--- config.mk ---
export PLATFORM = sky130hd
export DESIGN_NAME = c_subset_lexer_top
export DESIGN_NICKNAME = d
export VERILOG_FILES = /design/src/hdl/csl_pkg.sv /design/src/hdl/c_subset_lexer_top.sv
export SDC_FILE = /design/constraint.sdc
export NUM_CORES = 1
export LEC_CHECK = 0
export ABC_AREA = 1
export BUFFER_PORTS_ARGS = -buffer_cell sky130_fd_sc_hd__buf_2
export CAP_MARGIN = 20
export CELL_PAD_IN_SITES_DETAIL_PLACEMENT = 1
export CELL_PAD_IN_SITES_GLOBAL_PLACEMENT = 1
export CORE_ASPECT_RATIO = 1.1
export CORE_MARGIN = 3
export CORE_UTILIZATION = 48
export CTS_CLUSTER_SIZE = 14
export DETAILED_ROUTE_END_ITERATION = 10
export GPL_ROUTABILITY_DRIVEN = 0
export MAX_ROUTING_LAYER = met4
export PLACE_DENSITY_LB_ADDON = 0.25
export SYNTH_ARGS = -nofsm -noshare
export SYNTH_HDL_FRONTEND = slang
export SYNTH_SLANG_ARGS = --single-unit
--- constraint.sdc ---
create_clock -name clock -period 6.4 [get_ports clock]
set_input_delay 0.32 -clock clock [delete_from_list [all_inputs] [get_ports clock]]
set_output_delay 0.32 -clock clock [all_outputs]
set_load 0.03 [all_outputs]
--- src/hdl/csl_pkg.sv ---
`timescale 1ns / 1ps

package csl_pkg;

   // keyword table geometry
   localparam int KW_ROWS  = 32;
   localparam int KW_COLS  = 16;
   localparam int KW_IDX_W = $clog2(KW_COLS);

   typedef enum logic [2:0] {
      MODE_IDLE = 3'd0,
      MODE_EQ   = 3'd1,
      MODE_REL  = 3'd2,
      MODE_NUM  = 3'd3,
      MODE_ID   = 3'd4
   } scan_mode_type;

   typedef enum logic [3:0] {
      TOK_SEMI    = 4'd0,
      TOK_ARITH   = 4'd1,
      TOK_OPEN    = 4'd2,
      TOK_CLOSE   = 4'd3,
      TOK_SPECIAL = 4'd4,
      TOK_ASSIGN  = 4'd5,
      TOK_RELOP   = 4'd6,
      TOK_FLOAT   = 4'd7,
      TOK_NUMBER  = 4'd8,
      TOK_KEYWORD = 4'd9,
      TOK_IDENT   = 4'd10,
      TOK_UNKNOWN = 4'd11
   } tok_class_type;

   typedef struct packed {
      logic [7:0] in_byte;
      logic       end_of_input;
   } req_type;

   typedef struct packed {
      tok_class_type token_class;
      logic [15:0]   serial_number;
      logic [15:0]   line_number;
      logic [23:0]   start_offset;
      logic [4:0]    token_length;
      logic [4:0]    keyword_index;
      logic          last_of_run;
   } rsp_type;

   // one token candidate inside the scanner
   typedef struct packed {
      logic    valid;
      rsp_type tok;
   } tok_slot_type;

   typedef logic [KW_COLS*8-1:0]          kw_text_type;
   typedef logic [KW_COLS-1:0][7:0]       kw_row_type;
   typedef kw_row_type [KW_ROWS-1:0]      kw_table_type;

   // keyword spellings, right-justified as string literals
   localparam kw_text_type KW_TEXT [KW_ROWS] = '{
      0: "int",     1: "float",    2: "double",   3: "char",
      4: "void",    5: "main",     6: "if",       7: "else",
      8: "for",     9: "while",    10: "do",      11: "printf",
      12: "scanf",  13: "stdio.h", 14: "string.h", 15: "stdlib.h",
      16: "conio.h",
      default: '0
   };

   // turn the literals into a table indexed by character position
   function automatic kw_table_type kw_build();
      kw_table_type t;
      int           len;
      t = '0;
      for (int k = 0; k < KW_ROWS; k++) begin
         len = 0;
         for (int b = 0; b < KW_COLS; b++) begin
            if (KW_TEXT[k][b*8 +: 8] != 8'h00) len++;
         end
         for (int p = 0; p < KW_COLS; p++) begin
            if (p < len) t[k][p] = KW_TEXT[k][(len-1-p)*8 +: 8];
         end
      end
      return t;
   endfunction

   localparam kw_table_type KW_TABLE = kw_build();

   function automatic int kw_length(int k);
      int len;
      len = 0;
      for (int p = 0; p < KW_COLS; p++) begin
         if (KW_TABLE[k][p] != 8'h00 && len == p) len++;
      end
      return len;
   endfunction

endpackage

--- src/hdl/c_subset_lexer_top.sv ---
`timescale 1ns / 1ps

// channel   ports            payload              direction
// request   req_valid/ready  csl_pkg::req_type    in  (source byte, end flag)
// response  rsp_valid/ready  csl_pkg::rsp_type    out (one token each)
//
// one source byte is taken per cycle while req_ready is high; the decode,
// keyword compare and token build sit between the scanner state and a
// four-entry response queue. a byte yields zero, one or two tokens; the queue
// drains one token per cycle, so the byte rate follows the token rate once
// two-token bytes pile up. req_ready is high while the queue has room for two
// tokens. reset is synchronous and active high; it clears scanner state and
// queue pointers; a stalled response blocks intake once three tokens wait

module c_subset_lexer_top #(
   parameter int MAX_LEXEME    = 24,
   parameter int KEYWORD_COUNT = 17,
   parameter int KEYWORD_CHARS = 8
) (
   input  logic             clock,
   input  logic             reset,
   input  logic             req_valid,
   output logic             req_ready,
   input  csl_pkg::req_type req_payload,
   output logic             rsp_valid,
   input  logic             rsp_ready,
   output csl_pkg::rsp_type rsp_payload
);

   localparam int LEX_W      = $clog2(MAX_LEXEME + 1);
   localparam int FIFO_DEPTH = 4;
   localparam int PTR_W      = $clog2(FIFO_DEPTH);
   localparam int CNT_W      = $clog2(FIFO_DEPTH + 1);

   // scanner state
   csl_pkg::scan_mode_type   mode_ff, mode_in;
   logic [LEX_W-1:0]         lex_ff, lex_in;
   logic                     saw_ff, saw_in;
   logic [KEYWORD_COUNT-1:0] alive_ff, alive_in;
   logic [15:0]              line_ff, line_in;
   logic [15:0]              tok_ff, tok_in;
   logic [23:0]              offset_ff, offset_in;
   logic [23:0]              start_ff, start_in;

   // response queue
   csl_pkg::rsp_type         result_ff [FIFO_DEPTH];
   logic [PTR_W-1:0]         wptr_ff, wptr_in;
   logic [PTR_W-1:0]         rptr_ff, rptr_in;
   logic [CNT_W-1:0]         count_ff, count_in;

   logic                     req_accept;
   logic                     rsp_accept;
   logic [1:0]               n_res;
   csl_pkg::rsp_type         res_a, res_b;

   csl_pkg::tok_slot_type    first_tok, second_tok, pending_done, closing;
   logic [KEYWORD_COUNT-1:0] grow_id, grow_new;
   logic [LEX_W-1:0]         lex_sat;
   logic                     taken;
   logic [7:0]               ch;
   logic                     is_dig, is_alp, is_dot, is_idch;

   // character of keyword k at position pos, zero past its end
   function automatic logic [7:0] kw_char(int k, logic [LEX_W-1:0] pos);
      if (int'(pos) < KEYWORD_CHARS)
         return csl_pkg::KW_TABLE[k][pos[csl_pkg::KW_IDX_W-1:0]];
      return 8'h00;
   endfunction

   function automatic int kw_eff_len(int k);
      int len;
      len = csl_pkg::kw_length(k);
      return (len < KEYWORD_CHARS) ? len : KEYWORD_CHARS;
   endfunction

   // drop keywords whose character at pos differs from c
   function automatic logic [KEYWORD_COUNT-1:0] grow_alive(
      logic [LEX_W-1:0] pos, logic [7:0] c, logic [KEYWORD_COUNT-1:0] alive);
      logic [KEYWORD_COUNT-1:0] a;
      a = alive;
      for (int k = 0; k < KEYWORD_COUNT; k++) begin
         if (kw_char(k, pos) != c) a[k] = 1'b0;
      end
      return a;
   endfunction

   function automatic csl_pkg::tok_slot_type single_tok(
      csl_pkg::tok_class_type cls, logic [23:0] start);
      csl_pkg::tok_slot_type s;
      s = '0;
      s.valid = 1'b1;
      s.tok.token_class  = cls;
      s.tok.start_offset = start;
      s.tok.token_length = 5'd1;
      return s;
   endfunction

   // token left behind by a pending scan mode
   function automatic csl_pkg::tok_slot_type finish_tok(
      csl_pkg::scan_mode_type m, logic saw, logic [LEX_W-1:0] lex,
      logic [KEYWORD_COUNT-1:0] alive, logic [23:0] start);
      csl_pkg::tok_slot_type s;
      logic                  found;
      s = '0;
      found = 1'b0;
      unique case (m)
         csl_pkg::MODE_EQ:  s = single_tok(csl_pkg::TOK_ASSIGN, start);
         csl_pkg::MODE_REL: s = single_tok(csl_pkg::TOK_RELOP, start);
         csl_pkg::MODE_NUM: begin
            s.valid = 1'b1;
            s.tok.token_class  = saw ? csl_pkg::TOK_FLOAT : csl_pkg::TOK_NUMBER;
            s.tok.start_offset = start;
            s.tok.token_length = 5'(lex);
         end
         csl_pkg::MODE_ID: begin
            s.valid = 1'b1;
            s.tok.token_class  = csl_pkg::TOK_IDENT;
            s.tok.start_offset = start;
            s.tok.token_length = 5'(lex);
            // lowest live keyword of matching length wins
            for (int k = 0; k < KEYWORD_COUNT; k++) begin
               if (!found && alive[k] && int'(lex) == kw_eff_len(k)) begin
                  found = 1'b1;
                  s.tok.token_class   = csl_pkg::TOK_KEYWORD;
                  s.tok.keyword_index = 5'(k);
               end
            end
         end
         default: s = '0;
      endcase
      return s;
   endfunction

   assign req_accept = req_valid && req_ready;
   assign rsp_accept = rsp_valid && rsp_ready;
   assign req_ready  = count_ff <= CNT_W'(FIFO_DEPTH - 2);
   assign rsp_valid  = count_ff != '0;
   assign rsp_payload = result_ff[rptr_ff];

   // character classes
   assign ch      = req_payload.in_byte;
   assign is_dig  = ch >= "0" && ch <= "9";
   assign is_alp  = (ch >= "a" && ch <= "z") || (ch >= "A" && ch <= "Z");
   assign is_dot  = ch == ".";
   assign is_idch = is_alp || is_dig || is_dot || ch == "_";

   assign lex_sat      = (lex_ff < LEX_W'(MAX_LEXEME)) ? lex_ff + LEX_W'(1) : lex_ff;
   assign grow_id      = grow_alive(lex_ff, ch, alive_ff);
   assign grow_new     = grow_alive('0, ch, '1);
   assign pending_done = finish_tok(mode_ff, saw_ff, lex_ff, alive_ff, start_ff);

   always_comb begin
      mode_in    = mode_ff;
      lex_in     = lex_ff;
      saw_in     = saw_ff;
      alive_in   = alive_ff;
      line_in    = line_ff;
      start_in   = start_ff;
      offset_in  = offset_ff + 24'd1;
      first_tok  = '0;
      second_tok = '0;
      closing    = '0;
      taken      = 1'b0;

      // continue or close the pending token
      unique case (mode_ff)
         csl_pkg::MODE_EQ, csl_pkg::MODE_REL: begin
            mode_in = csl_pkg::MODE_IDLE;
            if (ch == "=") begin
               first_tok = single_tok(csl_pkg::TOK_RELOP, start_ff);
               first_tok.tok.token_length = 5'd2;
               taken = 1'b1;
            end else begin
               first_tok = pending_done;
            end
         end
         csl_pkg::MODE_NUM: begin
            if (is_dig || is_dot) begin
               saw_in = saw_ff || is_dot;
               lex_in = lex_sat;
               taken  = 1'b1;
            end else begin
               first_tok = pending_done;
               mode_in   = csl_pkg::MODE_IDLE;
            end
         end
         csl_pkg::MODE_ID: begin
            if (is_idch) begin
               alive_in = grow_id;
               lex_in   = lex_sat;
               taken    = 1'b1;
            end else begin
               first_tok = pending_done;
               mode_in   = csl_pkg::MODE_IDLE;
            end
         end
         default: mode_in = csl_pkg::MODE_IDLE;
      endcase

      // fresh character
      if (!taken) begin
         priority if (ch == " " || ch == "\t") begin
            mode_in = mode_in;
         end else if (ch == "\n") begin
            line_in = line_ff + 16'd1;
         end else if (ch == ";") begin
            second_tok = single_tok(csl_pkg::TOK_SEMI, offset_ff);
         end else if (ch == "+" || ch == "-" || ch == "*" || ch == "/") begin
            second_tok = single_tok(csl_pkg::TOK_ARITH, offset_ff);
         end else if (ch == "{" || ch == "[" || ch == "(") begin
            second_tok = single_tok(csl_pkg::TOK_OPEN, offset_ff);
         end else if (ch == "}" || ch == "]" || ch == ")") begin
            second_tok = single_tok(csl_pkg::TOK_CLOSE, offset_ff);
         end else if (ch == "&" || ch == ":" || ch == ",") begin
            second_tok = single_tok(csl_pkg::TOK_SPECIAL, offset_ff);
         end else if (ch == "=") begin
            mode_in  = csl_pkg::MODE_EQ;
            start_in = offset_ff;
         end else if (ch == "<" || ch == ">" || ch == "!") begin
            mode_in  = csl_pkg::MODE_REL;
            start_in = offset_ff;
         end else if (is_dig) begin
            mode_in  = csl_pkg::MODE_NUM;
            start_in = offset_ff;
            lex_in   = LEX_W'(1);
            saw_in   = 1'b0;
         end else if (is_alp) begin
            mode_in  = csl_pkg::MODE_ID;
            start_in = offset_ff;
            lex_in   = LEX_W'(1);
            alive_in = grow_new;
         end else begin
            second_tok = single_tok(csl_pkg::TOK_UNKNOWN, offset_ff);
         end
      end

      // end of source: flush whatever this byte left pending, then restart
      if (req_payload.end_of_input) begin
         closing = finish_tok(mode_in, saw_in, lex_in, alive_in, start_in);
         if (closing.valid) second_tok = closing;
         mode_in   = csl_pkg::MODE_IDLE;
         lex_in    = '0;
         saw_in    = 1'b0;
         alive_in  = '1;
         line_in   = 16'd1;
         offset_in = '0;
         start_in  = '0;
      end
   end

   // pack the tokens of this byte into order and number them
   always_comb begin
      if (first_tok.valid) begin
         res_a = first_tok.tok;
         res_b = second_tok.tok;
         n_res = second_tok.valid ? 2'd2 : 2'd1;
      end else begin
         res_a = second_tok.tok;
         res_b = second_tok.tok;
         n_res = second_tok.valid ? 2'd1 : 2'd0;
      end
      res_a.serial_number = tok_ff;
      res_b.serial_number = tok_ff + 16'd1;
      res_a.line_number   = line_ff;
      res_b.line_number   = line_ff;
      res_a.last_of_run   = n_res == 2'd1;
      res_b.last_of_run   = 1'b1;
      tok_in = req_payload.end_of_input ? 16'd1 : tok_ff + 16'(n_res);
   end

   // queue pointers
   always_comb begin
      wptr_in  = req_accept ? wptr_ff + PTR_W'(n_res) : wptr_ff;
      rptr_in  = rsp_accept ? rptr_ff + PTR_W'(1) : rptr_ff;
      count_in = count_ff + CNT_W'(req_accept ? n_res : 2'd0) - CNT_W'(rsp_accept);
   end

   always_ff @(posedge clock) begin
      if (reset) begin
         mode_ff   <= csl_pkg::MODE_IDLE;
         lex_ff    <= '0;
         saw_ff    <= 1'b0;
         alive_ff  <= '1;
         line_ff   <= 16'd1;
         tok_ff    <= 16'd1;
         offset_ff <= '0;
         start_ff  <= '0;
         wptr_ff   <= '0;
         rptr_ff   <= '0;
         count_ff  <= '0;
      end else begin
         if (req_accept) begin
            mode_ff   <= mode_in;
            lex_ff    <= lex_in;
            saw_ff    <= saw_in;
            alive_ff  <= alive_in;
            line_ff   <= line_in;
            tok_ff    <= tok_in;
            offset_ff <= offset_in;
            start_ff  <= start_in;
         end
         wptr_ff  <= wptr_in;
         rptr_ff  <= rptr_in;
         count_ff <= count_in;
      end
   end

   // queue storage, no reset needed
   always_ff @(posedge clock) begin
      if (req_accept && n_res != 2'd0) result_ff[wptr_ff] <= res_a;
      if (req_accept && n_res == 2'd2) result_ff[wptr_ff + PTR_W'(1)] <= res_b;
   end

   // queue never overfills
   a_count_bound: assert property (@(posedge clock) disable iff (reset)
      count_ff <= CNT_W'(FIFO_DEPTH))
      else $error("response queue overfilled");

   // a token that is not last of its byte always has its partner queued
   a_pair_queued: assert property (@(posedge clock) disable iff (reset)
      rsp_valid && !rsp_payload.last_of_run |-> count_ff >= CNT_W'(2))
      else $error("first of a token pair queued alone");

   // numbers and identifiers always hold at least one character
   a_lex_nonzero: assert property (@(posedge clock) disable iff (reset)
      (mode_ff == csl_pkg::MODE_NUM || mode_ff == csl_pkg::MODE_ID) |-> lex_ff != '0)
      else $error("empty lexeme in a scan mode");

   // end of input restarts the source
   a_flush_restart: assert property (@(posedge clock) disable iff (reset)
      req_accept && req_payload.end_of_input |=>
         mode_ff == csl_pkg::MODE_IDLE && line_ff == 16'd1 && tok_ff == 16'd1
         && offset_ff == '0)
      else $error("scanner not restarted after end of input");

endmodule
# Yosys cells after proc, flatten, opt, wreduce, memory -nomap -nowiden
# Memory sizes are Yosys's and may differ from the RTL's. A register that Yosys moved wholly into a read port is not among the register bits.
# Index checks and enable logic that the tools add are counted.
[totals]
register_bits = 113
ramBits = 284
romBits = 2176
in_bits = 13
output_inout_bits = 73
word_cells = 732
n_memories = 18
[mem_list]
columns = ["name", "depth", "width", "read_ports", "rd_ports_with_merged_regs", "wr", "line_no", "rtl"]
rows = [
  ["result_ff", 4, 71, 1, 1, 2, "c_subset_lexer_top.sv:46", "csl_pkg::rsp_type result_ff [FIFO_DEPTH];"],
  ["(no name shown)", 16, 8, 1, 1, 0, "c_subset_lexer_top.sv:66", "return csl_pkg::KW_TABLE[k][pos[csl_pkg::KW_IDX_W-1:0]];"],
  ["(no name shown)", 16, 8, 1, 1, 0, "c_subset_lexer_top.sv:66", ""],
  ["(no name shown)", 16, 8, 1, 1, 0, "c_subset_lexer_top.sv:66", ""],
  ["(no name shown)", 16, 8, 1, 1, 0, "c_subset_lexer_top.sv:66", ""],
  ["(no name shown)", 16, 8, 1, 1, 0, "c_subset_lexer_top.sv:66", ""],
  ["12 more memories", "--", "--", "--", "--", "--", "--", ""],
]
[op_classes]
addsub = 24
n_lt_le_gt_ge = 24
eq_ne = 90
n_mux = 434
n_reduce_logical = 131
[ops]
columns = ["op", "n"]
rows = [
  ["32-bit 2-to-1 mux", 52],
  ["72-bit 2-to-1 mux", 17],
  ["32-bit by 2-bit adder with 32-bit output, second input constant", 14],
  ["6-bit by 32-bit == test with 1-bit output", 14],
  ["32-bit by 5-bit less-than comparator with 1-bit output, second input constant", 14],
  ["8-bit 2-to-1 mux", 51],
  ["24-bit 2-to-1 mux", 14],
  ["4-bit 2-to-1 mux", 68],
  ["32-bit by 4-bit == test with 1-bit output, second input constant", 8],
  ["17-bit 2-to-1 mux", 15],
  ["5-bit 2-to-1 mux", 49],
  ["72-bit case mux with 3 select lines", 1],
  ["8-bit inequality test", 17],
  ["1-bit 2-to-1 mux", 132],
  ["32-bit by 3-bit == test with 1-bit output, second input constant", 4],
  ["8-bit by 6-bit == test with 1-bit output, second input constant", 16],
  ["29-bit case mux with 2 select lines", 2],
  ["16-bit 2-to-1 mux", 5],
  ["7-bit by 8-bit inequality test with 1-bit output, first input constant", 10],
  ["1-bit logical AND", 73],
  ["71-bit 2-to-1 mux", 1],
  ["32-bit by 2-bit == test with 1-bit output, second input constant", 2],
  ["3-bit 2-to-1 mux", 15],
  ["8-bit by 7-bit == test with 1-bit output, second input constant", 5],
  ["other kinds (34)", 104],
]

# Depth between registers and ports, before layout
[depth]
ltp_word = 144
mapped_depth = 33
ltp_nobuf = 31

# Least setup slack after synthesis
# Ideal clock, no wire load.
[synth_timing]
path_type = "in2reg"
startpoint = "in req_payload[2] (netlist name)"
endpoint = "mem result_ff[0][41] (netlist name) (data pin)"
setup_ps = 141
arrival_ps = 5288
t_required_ps = 6259
slack_ps = 971
path_stages = 28
n_path_buf = 4
cell_sequence = "buf_6 inv_4 buf_8 nor2_4 nand2_4 nand2_1 nand2_2 nand3_4 o21bai_4 buf_6 nand3_2 o31ai_1 o21ai_0 inv_1 nand2_1 nand2_1 nor2_1 nor2_2 nor2_1 ha_1 nor2_1 inv_1 nor3_2 inv_1 nand2_1 inv_1 clkbuf_1 nor2_1"
[synth_rtl]
columns = ["item", "line_no", "rtl"]
rows = [
  ["start: declaration", "c_subset_lexer_top.sv:24", "input csl_pkg::req_type req_payload,"],
  ["end: declaration", "c_subset_lexer_top.sv:46", ""],
]

==> out/results.ini <==
[routing]
vias=20776
wl_met2_mm=39.1
viasPerCell=6.08
wl_met1_mm=31.3
wl_per_cell_um=22.9
dr.pass1.iters=5
antenna_left=0
wl_met3_mm=4.38
wl_mm=78.2
drc_errors=0
routed.top_layer=met4
drt_iter0_drc=1758

[sta]
slew_headroom_pct=24.8
report.final.slew_viol_count=0
skew_ns=0.0205
layout_min_cycle_time_ns=4.76
hold_ws_ns=0.166
period_share_pct=74.3
fmax_ghz=0.210
hold_violations=0
setup_violations=0
rsz0062_at_grt=no
worst_slew_pin_slew_ns=1.13
fin_ws_ns=1.64
setup-tns-final_ns=0

[clock_tree]
cts-root-buf=clkbuf_16
clkTransAtPathRegs_ns=0.06
cts_buffers=47
clock_path_buffers=3
holdBufCountCts=0
cts_tree=built
cts_resized=0
numClockSinks=447
clk_latency_ns=0.60
cts_max_level=2
postCtsSetupBuffers=0

[critical_path]
cp_max_fo=34
worstSetupStartpointType=primary input
path_buf_inv=8
end_kind=register
cp_data_required_time_ns=6.84
max_stage_delay_ns=0.45
crit_path_top_delay_cell=nand2_4
cp.arrival_ns=5.20
criticalPathCategory=primary input to register
critPathTopFamily=simple AND/OR/NAND/NOR gates

[final_layout]
final_util_pct=54.3
drive_gt1_share_pct=10.8
ff_latch_area_um2=11800
final_net_count=2779
layout.filler_cells=5649
multiInputGateArea_um2=9940
area_growth_pct=10.6
diodes=0

[synth]
async_flop_share_pct=0
syn_nets=2761
ys_seq_area_share_pct=50.8
yosysUniqueCellTypes=62
synth-edff-count=280
ys_ff_latch=447
ys.flop_type=edfxtp_1
ys_warn_count=0
synth_area_um2=23200
netlist_instances=2722
avgSynthCellArea_um2=8.51

[global_route]
antenna_found_initial=0
grt-ovfl-total=0
grt_max_degree=103
grt_use_total_pct=30.8
first_global_vias=21925
grt_pass1_wl_mm=121

[power_and_ir_drop]
cellPowerDensity_nw_per_um2=336
peakVddDrop_v=0.000207
p_leak_uw=0.00954

[min_path]
hp-class=primary input to register

[place]
place_hpwl_mm=50.8
place_ws_ns=1.12
io_buffers=85

[run_status]
status=finished clean

[floorplan]
num_rows=83
core_um2=47100
start_util_pct=49.1
die_height_um=236
dieArea_um2=50900
die_w_um=215
boundaryPins=86

[run]
drv_cap=0

==> per-layer routing <==
metal  track usage, %  up-vias
met5                -        -
met1             36.9    10233
met3             3.29      215
met2             53.0      784
li1                 -     9544
met4             13.1        0
==> cells by family (layout without fill, tap and decap cells) <==
logic type                 Yosys count  after routing  synth area share, %
xor gates and xnor gates            76             76                 2.87
adders and majority gates           26             26                 1.47
and+or+nand+nor                   1046           1046                 19.8
buffers and inverters              380            437                 6.54
muxes                                4              4                0.195
AOI/OAI and AO/OA                  743            743                 18.4
DFF                                447            447                 50.8
==> layout make-up <==
class                           count  share of cell area [%]
Clock buffer                       67                    5.05
Clock inverter                     21                   0.919
Inverter                          228                    3.37
Multi-Input combinational cell   1895                    38.8
Sequential cell                   447                    45.9
Tap cell                          637                    3.11
Timing Repair Buffer              121                    2.81
==> worst min-delay path: stages <==
cell     delay [ns]
buf_2          0.11
nand2_1        0.05
inv_1          0.14
a21oi_1        0.09
==> Yosys cell counts, drive strengths merged (7+ instances only) <==
cell type	n	area (um2)
a21oi	125	626
a22oi	27	203
buf	25	176
clkbuf	127	477
clkinv	12	45.0
dfxtp	167	3340
edfxtp	280	8410
ha	24	300
inv	216	816
nand2	462	1800
nand3	98	553
nand4	29	230
nor2	379	1500
nor3	48	285
nor3b	8	65.1
nor4	10	62.6
o21ai	290	1450
o22ai	265	1660
o31ai	7	57.6
xor2	75	657
==> where the power goes <==
group,total (uW),internal [uW],switching [uW]
logic,2400,575,1820
registers,3470,3330,141
clock network,2750,1570,1180
==> per-stage QoR <==
stage                     power, uW  std cells  area [um2]
after floorplan                5070       2722       23200
after global placement         5820       3328       24100
after detailed placement       5900       3328       24100
after CTS                      8640       3416       25600
after global routing           8950       3416       25600
final                          8620       3416       25600
==> worst paths after layout <==
kind,from,slack [ns],cells past startpoint,to
max,req_payload[1],1.64,25,result_ff[3][37]$_DFFE_PP_
min,rsp_ready,0.17,4,register
max reg2reg,mode_ff[0]$_SDFFE_PP0P_,1.76,25,tok_ff[14]$_SDFFE_PP0P_
min reg2reg,line_ff[5]$_SDFFE_PP0P_,0.48,1,line_ff[5]$_SDFFE_PP0P_
==> cells in the final DEF, fill, tap and decap left out, types with 4 or more instances in the layout <==
master,instances
nand2_1,432
nor2_1,357
edfxtp_1,280
o21ai_0,274
o22ai_1,265
inv_1,188
dfxtp_1,165
a21oi_1,125
nand3_1,87
buf_2,85
xor2_1,75
clkbuf_16,48
nor3_1,39
buf_4,34
a22oi_1,27
nand2_2,24
nand4_1,24
ha_1,24
inv_2,23
clkinv_1,21
clkbuf_1,17
o21ai_1,16
nor2_2,13
nand3_2,10
nor4_1,10
nor2_4,9
nor3_2,9
nor3b_1,7
clkinv_2,7
nand2_4,6
nand3b_1,6
o31ai_1,6
a211oi_1,5
mux2_2,4
bufinv_16,4
Power figures use the tool's default switching activity.
